===== config.mk =====
export PLATFORM = sky130hd
export DESIGN_NAME = psd_sqrt
export DESIGN_NICKNAME = d
export VERILOG_FILES = /design/src/hw/rtl/psd_pkg.sv /design/src/hw/rtl/psd_sqrt.sv
export SDC_FILE = /design/constraint.sdc
export NUM_CORES = 1
export LEC_CHECK = 0
export ABC_CLOCK_PERIOD_IN_PS = 6100
export BUFFER_PORTS_ARGS = -buffer_cell sky130_fd_sc_hd__buf_4
export CAP_MARGIN = 10
export CORE_MARGIN = 5
export CORE_UTILIZATION = 57
export DETAILED_ROUTE_END_ITERATION = 8
export PLACE_DENSITY = 0.83
export SLEW_MARGIN = 20
export SYNTH_ARGS = -nofsm -noshare
export SYNTH_HDL_FRONTEND = slang
export SYNTH_SLANG_ARGS = --single-unit

===== constraint.sdc =====
create_clock -name clk -period 6.1 [get_ports clk]
set_clock_uncertainty 0.2 [all_clocks]
set_input_delay 0.305 -clock clk [delete_from_list [all_inputs] [get_ports clk]]
set_output_delay 0.305 -clock clk [all_outputs]
set_load 0.01 [all_outputs]

===== src/hw/rtl/psd_pkg.sv =====
`default_nettype none

package psd_pkg;

    // Default coordinate width, two's complement.
    localparam int COORD_BITS_DEF = 16;

    // Per-item status that travels alongside the arithmetic.
    typedef struct packed {
        logic degen;
        logic in_seg;
    } psd_flags_t;

endpackage

`default_nettype wire


===== src/hw/rtl/psd_sqrt.sv =====
`default_nettype none

// Squared distance from the quotient, then a digit-by-digit integer root.
module psd_sqrt #(
    parameter int COORD_BITS = psd_pkg::COORD_BITS_DEF
) (
    input  wire logic                      clk,
    input  wire logic                      rst_n,
    input  wire logic                      in_valid,
    output logic                           in_ready,
    input  wire logic [2*COORD_BITS+1:0]   in_quot,
    input  wire logic                      in_rem_nz,
    input  wire logic [2*COORD_BITS+1:0]   in_ww,
    input  wire psd_pkg::psd_flags_t       in_flags,
    output logic                           out_valid,
    input  wire logic                      out_ready,
    output logic [COORD_BITS:0]            out_root,
    output psd_pkg::psd_flags_t            out_flags
);
    localparam int SW = 2 * COORD_BITS + 2;
    localparam int RW = COORD_BITS + 1;
    localparam int NS = RW + 1;

    logic [NS-1:0]        v_reg;
    logic [NS:0]          rdy;
    logic [SW-1:0]        rem_reg  [NS];
    logic [RW-1:0]        root_reg [NS];
    psd_pkg::psd_flags_t  fl_reg   [NS];

    assign rdy[NS]   = out_ready;
    assign in_ready  = rdy[0];
    assign out_valid = v_reg[NS-1];

    for (genvar i = 0; i < NS; i++) begin : g_rdy
        assign rdy[i] = !v_reg[i] || rdy[i+1];

        always_ff @(posedge clk or negedge rst_n)
        begin
            if (!rst_n)
            begin
                v_reg[i] <= 1'b0;
            end
            else if (rdy[i])
            begin
                v_reg[i] <= (i == 0) ? in_valid : v_reg[(i == 0) ? 0 : i - 1];
            end
        end
    end

    // Stage 0: floor(num / dd) = ww - ceil(dot^2 / dd); zero unless in segment.
    always_ff @(posedge clk)
    begin
        if (rdy[0])
        begin
            rem_reg[0]  <= in_flags.in_seg ? (in_ww - in_quot - SW'(in_rem_nz)) : '0;
            root_reg[0] <= '0;
            fl_reg[0]   <= in_flags;
        end
    end

    for (genvar i = 1; i < NS; i++) begin : g_root
        localparam int B = NS - 1 - i;
        logic [SW-1:0] trial;

        assign trial = (SW'(root_reg[i-1]) << (B + 1)) | (SW'(1) << (2 * B));

        always_ff @(posedge clk)
        begin
            if (rdy[i])
            begin
                fl_reg[i] <= fl_reg[i-1];
                if (rem_reg[i-1] >= trial)
                begin
                    rem_reg[i]  <= rem_reg[i-1] - trial;
                    root_reg[i] <= root_reg[i-1] | (RW'(1) << B);
                end
                else
                begin
                    rem_reg[i]  <= rem_reg[i-1];
                    root_reg[i] <= root_reg[i-1];
                end
            end
        end
    end

    assign out_root  = root_reg[NS-1];
    assign out_flags = fl_reg[NS-1];

endmodule

`default_nettype wire


# Word level (Yosys, flattened, before mapping)
# Memories as Yosys holds them, arrays and structs flattened.
# Cells that the tools add are included.
# classes
n_bitwise	34
n_addsub	19
n_reduce_logical	36
mux	173
n_lt_le_gt_ge	17
# op_table
operator	count
$mux W34	18
$mux W17	17
$mux W1	138
$sub A34 B34 Y34	2
$ge A34 B18 Y1	1
$ge A34 B19 Y1	1
$ge A34 B20 Y1	1
$ge A34 B21 Y1	1
$ge A34 B22 Y1	1
$ge A34 B23 Y1	1
$ge A34 B24 Y1	1
$ge A34 B25 Y1	1
$ge A34 B26 Y1	1
$ge A34 B27 Y1	1
$ge A34 B28 Y1	1
$ge A34 B29 Y1	1
$ge A34 B30 Y1	1
$ge A34 B31 Y1	1
$ge A34 B32 Y1	1
$ge A34 B33 Y1	1
$ge A34 B34 Y1	1
$or A1 B1 Y1	34
$sub A34 B1 Y34	1
$sub A34 B18 Y34	1
other kinds (17)	51
# word_totals
mem_count	3
reg_bits	18
inputBits	75
out_inout_bits	21
wordCells	300
mem_bits_rw	954
# memory_table
memory	depth	width	read_ports	rd_clocked_by_memory_dff	write_ports	line_no	source
rem_reg	18	34	17	0	18	psd_sqrt.sv:26	logic [SW-1:0] rem_reg [NS];
root_reg	18	17	18	0	18	psd_sqrt.sv:27	logic [RW-1:0] root_reg [NS];
fl_reg	18	2	18	0	18	psd_sqrt.sv:28	psd_pkg::psd_flags_t fl_reg [NS];

# Longest topological paths before layout
# depth
word_depth	21
mapped_depth	14
mapped_depth_nobuf	14

# Worst setup path after synthesis
# No wires, ideal clock.
# synth_timing
path_kind	register to register
startpoint	register v_reg[17], in the netlist out_valid
endpoint	memory fl_reg[0][0] (netlist bit), enable pin
required_ns	5.183
path_buffers	0
stages_incl_launch_ff	9
t_arrival_ns	5.035
setup_slack_ns	0.149
synth_period_minus_slack_ns	5.951
setup_ns	0.717
cell_sequence	dfrtp_1 > and2b_1 > and3_1 > inv_1 > nor4_4 > and4_1 > nand3_1 > nor2_1 > nand4_1
# synth_rtl
element	line_no	source
start: declaration	psd_sqrt.sv:24	logic [NS-1:0] v_reg;
start signal: indexed assignment	psd_sqrt.sv:45	v_reg[i] <= (i == 0) ? in_valid : v_reg[(i == 0) ? 0 : i - 1];
end: declaration	psd_sqrt.sv:28	

# Worst setup path after layout
# layout_timing
startpoint	register v_reg[17], in the netlist out_valid
endpoint	output in_ready
# layout_via
elab_chain_len	19
# layout_lines
element	line_no	source
$logic_not A1 Y1	psd_sqrt.sv:35	assign rdy[i] = !v_reg[i] || rdy[i+1];
$logic_or A1 B1 Y1 (3 in a row)	psd_sqrt.sv:35	
net rdy[15]	psd_sqrt.sv:25	logic [NS:0] rdy;
$logic_or A1 B1 Y1 (10 in a row)	psd_sqrt.sv:35	
net rdy[5]	psd_sqrt.sv:25	
$logic_or A1 B1 Y1 (5 in a row)	psd_sqrt.sv:35	
end: declaration	psd_sqrt.sv:10	output logic in_ready,
# The timed path passes the listed nets, and every way through them passes these cells.

==> results.txt <==
status: completed
height of the die: 268 um
Initial Util: 57.7%
FF-to-FF path depth: 11
Clk pin slew, worst setup/hold paths: 0.06 ns
Final period util: 78.9%
Ports: 96
initial antenna violation count: 0
vias in the first global route: 24.3k
1st-iter DRT viols: 1,513
Tmin final: 4.81 ns
grt total ovfl: 0
number of I/O port buffers: 95
reg-to-reg startpoint: out_valid
drt pass-1 iters: 6
worst-path maximum fanout: 38
GRT Overall Usage: 19.7%
Yosys top cell by area: edfxtp_1
flops & latches, synth: 785
ratio of cells with drive above 1 in the final layout: 9.20%
P&R area growth vs syn: 12.0%
DR WL/cell: 17.1 um
worst reg2reg path endpoint: rem_reg[2][29]
Arr. time, crit path: 4.31 ns
achievable clock frequency: 208 MHz
# Post-CTS Setup Buffers: 0
non-filler cells, final: 4,104
cts bufs inserted: 78
max reg flops: 578
first-pass GRT wire length: 115,000 um
fillcell total: 4,609
Slew Viols, Final: 0
Pwr per Cell Area: 482 mW/mm2
placed insts: 3,952
hpwl dp: 51,600 um
Syn Area/Cell: 12.6 um2
Die X: 268 um
cts hold-fix bufs: 7
top area cells in the synthesized netlist: edfxtp_1 (61%), ha_1 (7.6%), inv_1 (3.2%)
CORE AREA: 0.0659 mm2
total of max-cap violations: 0
Post-CTS Resized: 0
startpoint types: flip-flop
peak supply drop: 0.000238 V
CTS tree: built
clock buffer depth: 3
Synth top cells by count: edfxtp_1 (767), inv_1 (320), ha_1 (231)
# setup viols final: 0
relative slew slack: 30.8%
die footprint: 0.0719 mm2
Final Util: 64.6%
vias post-DR: 23.4k
DRC errors left: 0
Setup CP Type: flip-flop to output pin
hold crit path type: input pin to flip-flop
most common cell in the synthesized netlist: edfxtp_1
ant diodes: 0
pin count of the biggest net entering global routing: 55
final hold vios: 0
CTS sink cnt: 785
Post-synth EDFFs: 767
crit path from: out_valid
Ys Warns: 0
Post-synth ARST share: 2.29%
WP data required: 5.59 ns
Distinct cells, synth: 74
final antenna-violating net count: 0
root buffer cell: clkbuf_16
Leakage Power: 17.5 nW
Min-Delay Endpoint: rem_reg[0][2]
syn nets: 3,321
crit end category: output pin
worst hold stages: 4
Worst R2R Setup Slack: 1.65 ns
Worst-Margin Slew: 1.03 ns
via/cell ratio: 5.70
RD Place Congestion: 0.919
cells after synthesis: 3,013
main flop type after synthesis: edfxtp_1
setup TNS: 0 ns
final WL: 70,300 um
RSZ-0062 raised after global routing: no
H-tree Lvls: 3
Tot Pwr: 0.0205 W
hold path start: in_quot[2]
area of the mapped netlist: 0.0380 mm2
share of the synthesized area in the top cell type: 60.7%
sequential area share after synthesis: 61.8%
Total Nets Final: 3,483
clock latency on the worst-skew pair: 0.63 ns
row count: 94
Hold WS: 0.0608 ns
-- how the worst max path moves through the flow --
stage,endpoint,slack [ns],cells after the start
after floorplan,fl_reg[0][0],0.15,8
after global placement,rem_reg[2][29],1.77,12
after detailed placement,rem_reg[2][29],1.65,12
after CTS,in_ready,1.34,10
after global routing,in_ready,1.04,10
final,in_ready,1.29,10
-- cells by family after synthesis --
group,share of synthesized area [%]
AOI/OAI and AO/OA,8.32
adders and majority gates,7.72
buffers and inverters,3.64
and+or+nand+nor,11.6
xor gates and xnor gates,5.74
DFF,61.8
muxes,1.09
-- per-stage QoR --
stage,instance area [um2],worst slack (ns)
global route,42500,1.04
detailed placement,39800,1.65
CTS,42500,1.34
finish,42500,1.29
floorplan,38000,0.149
global placement,39800,1.77
-- critical path: stages, from the launching register on --
cell     delay [ns]
dfrtp_1        0.34
and2b_1        0.24
and3_1         0.34
inv_2          0.09
nor4_4         0.54
and4_1         0.35
nand3_2        0.40
nor2_1         0.66
nand4_1        0.17
buf_4          0.31
buf_4          0.22
-- layer usage --
metal	track usage (%)	vias up	share of wire (%)
met4	11.0	0	5.4
met3	2.83	196	3.8
met1	19.1	11200	34
li1	-	11400	-
met5	0	-	0
met2	39.3	600	57
-- where the power goes --
group / internal, W / leakage, nW / switching [W]
registers: 0.00841 / 8.16 / 0.00115
clock network: 0.00283 / 1.27 / 0.00203
logic: 0.00271 / 8.08 / 0.00336
total: 0.0139 / 17.5 / 0.00654
-- cells in the final DEF, fill, tap and decap left out, types with 20 or more instances in the layout --
| master | synthesis | routed |
|---|---|---|
| o21ai_0 | 124 | 124 |
| or3_1 | 36 | 36 |
| a21o_1 | 49 | 49 |
| nand2_1 | 160 | 156 |
| a21oi_1 | 168 | 168 |
| nand4_1 | 39 | 39 |
| mux2_2 | 27 | 27 |
| ha_1 | 231 | 231 |
| nor2_1 | 197 | 197 |
| edfxtp_1 | 767 | 767 |
| nor4_1 | 80 | 80 |
| xnor2_1 | 133 | 133 |
| nand2b_1 | 53 | 53 |
| nand3_1 | 36 | 31 |
| inv_1 | 320 | 318 |
| o21a_1 | 45 | 45 |
| nor3_1 | 81 | 81 |
| a211oi_1 | 20 | 20 |
| clkbuf_16 | 0 | 79 |
| clkinv_1 | 0 | 23 |
| xor2_1 | 116 | 116 |
| nor2b_1 | 22 | 22 |
| buf_4 | 0 | 117 |
-- layout make-up --
| type | count | area [um2] | share of cell area [%] |
|---|---|---|---|
| Timing Repair Buffer | 124 | 958 | 2.25 |
| Sequential cell | 785 | 23500 | 55.2 |
| Clock inverter | 53 | 589 | 1.39 |
| Inverter | 320 | 1200 | 2.82 |
| Multi-Input combinational cell | 1866 | 13200 | 30.9 |
| Clock buffer | 92 | 2060 | 4.83 |
| Tap cell | 864 | 1080 | 2.54 |
No activity file was read; power rests on OpenSTA's default activity.
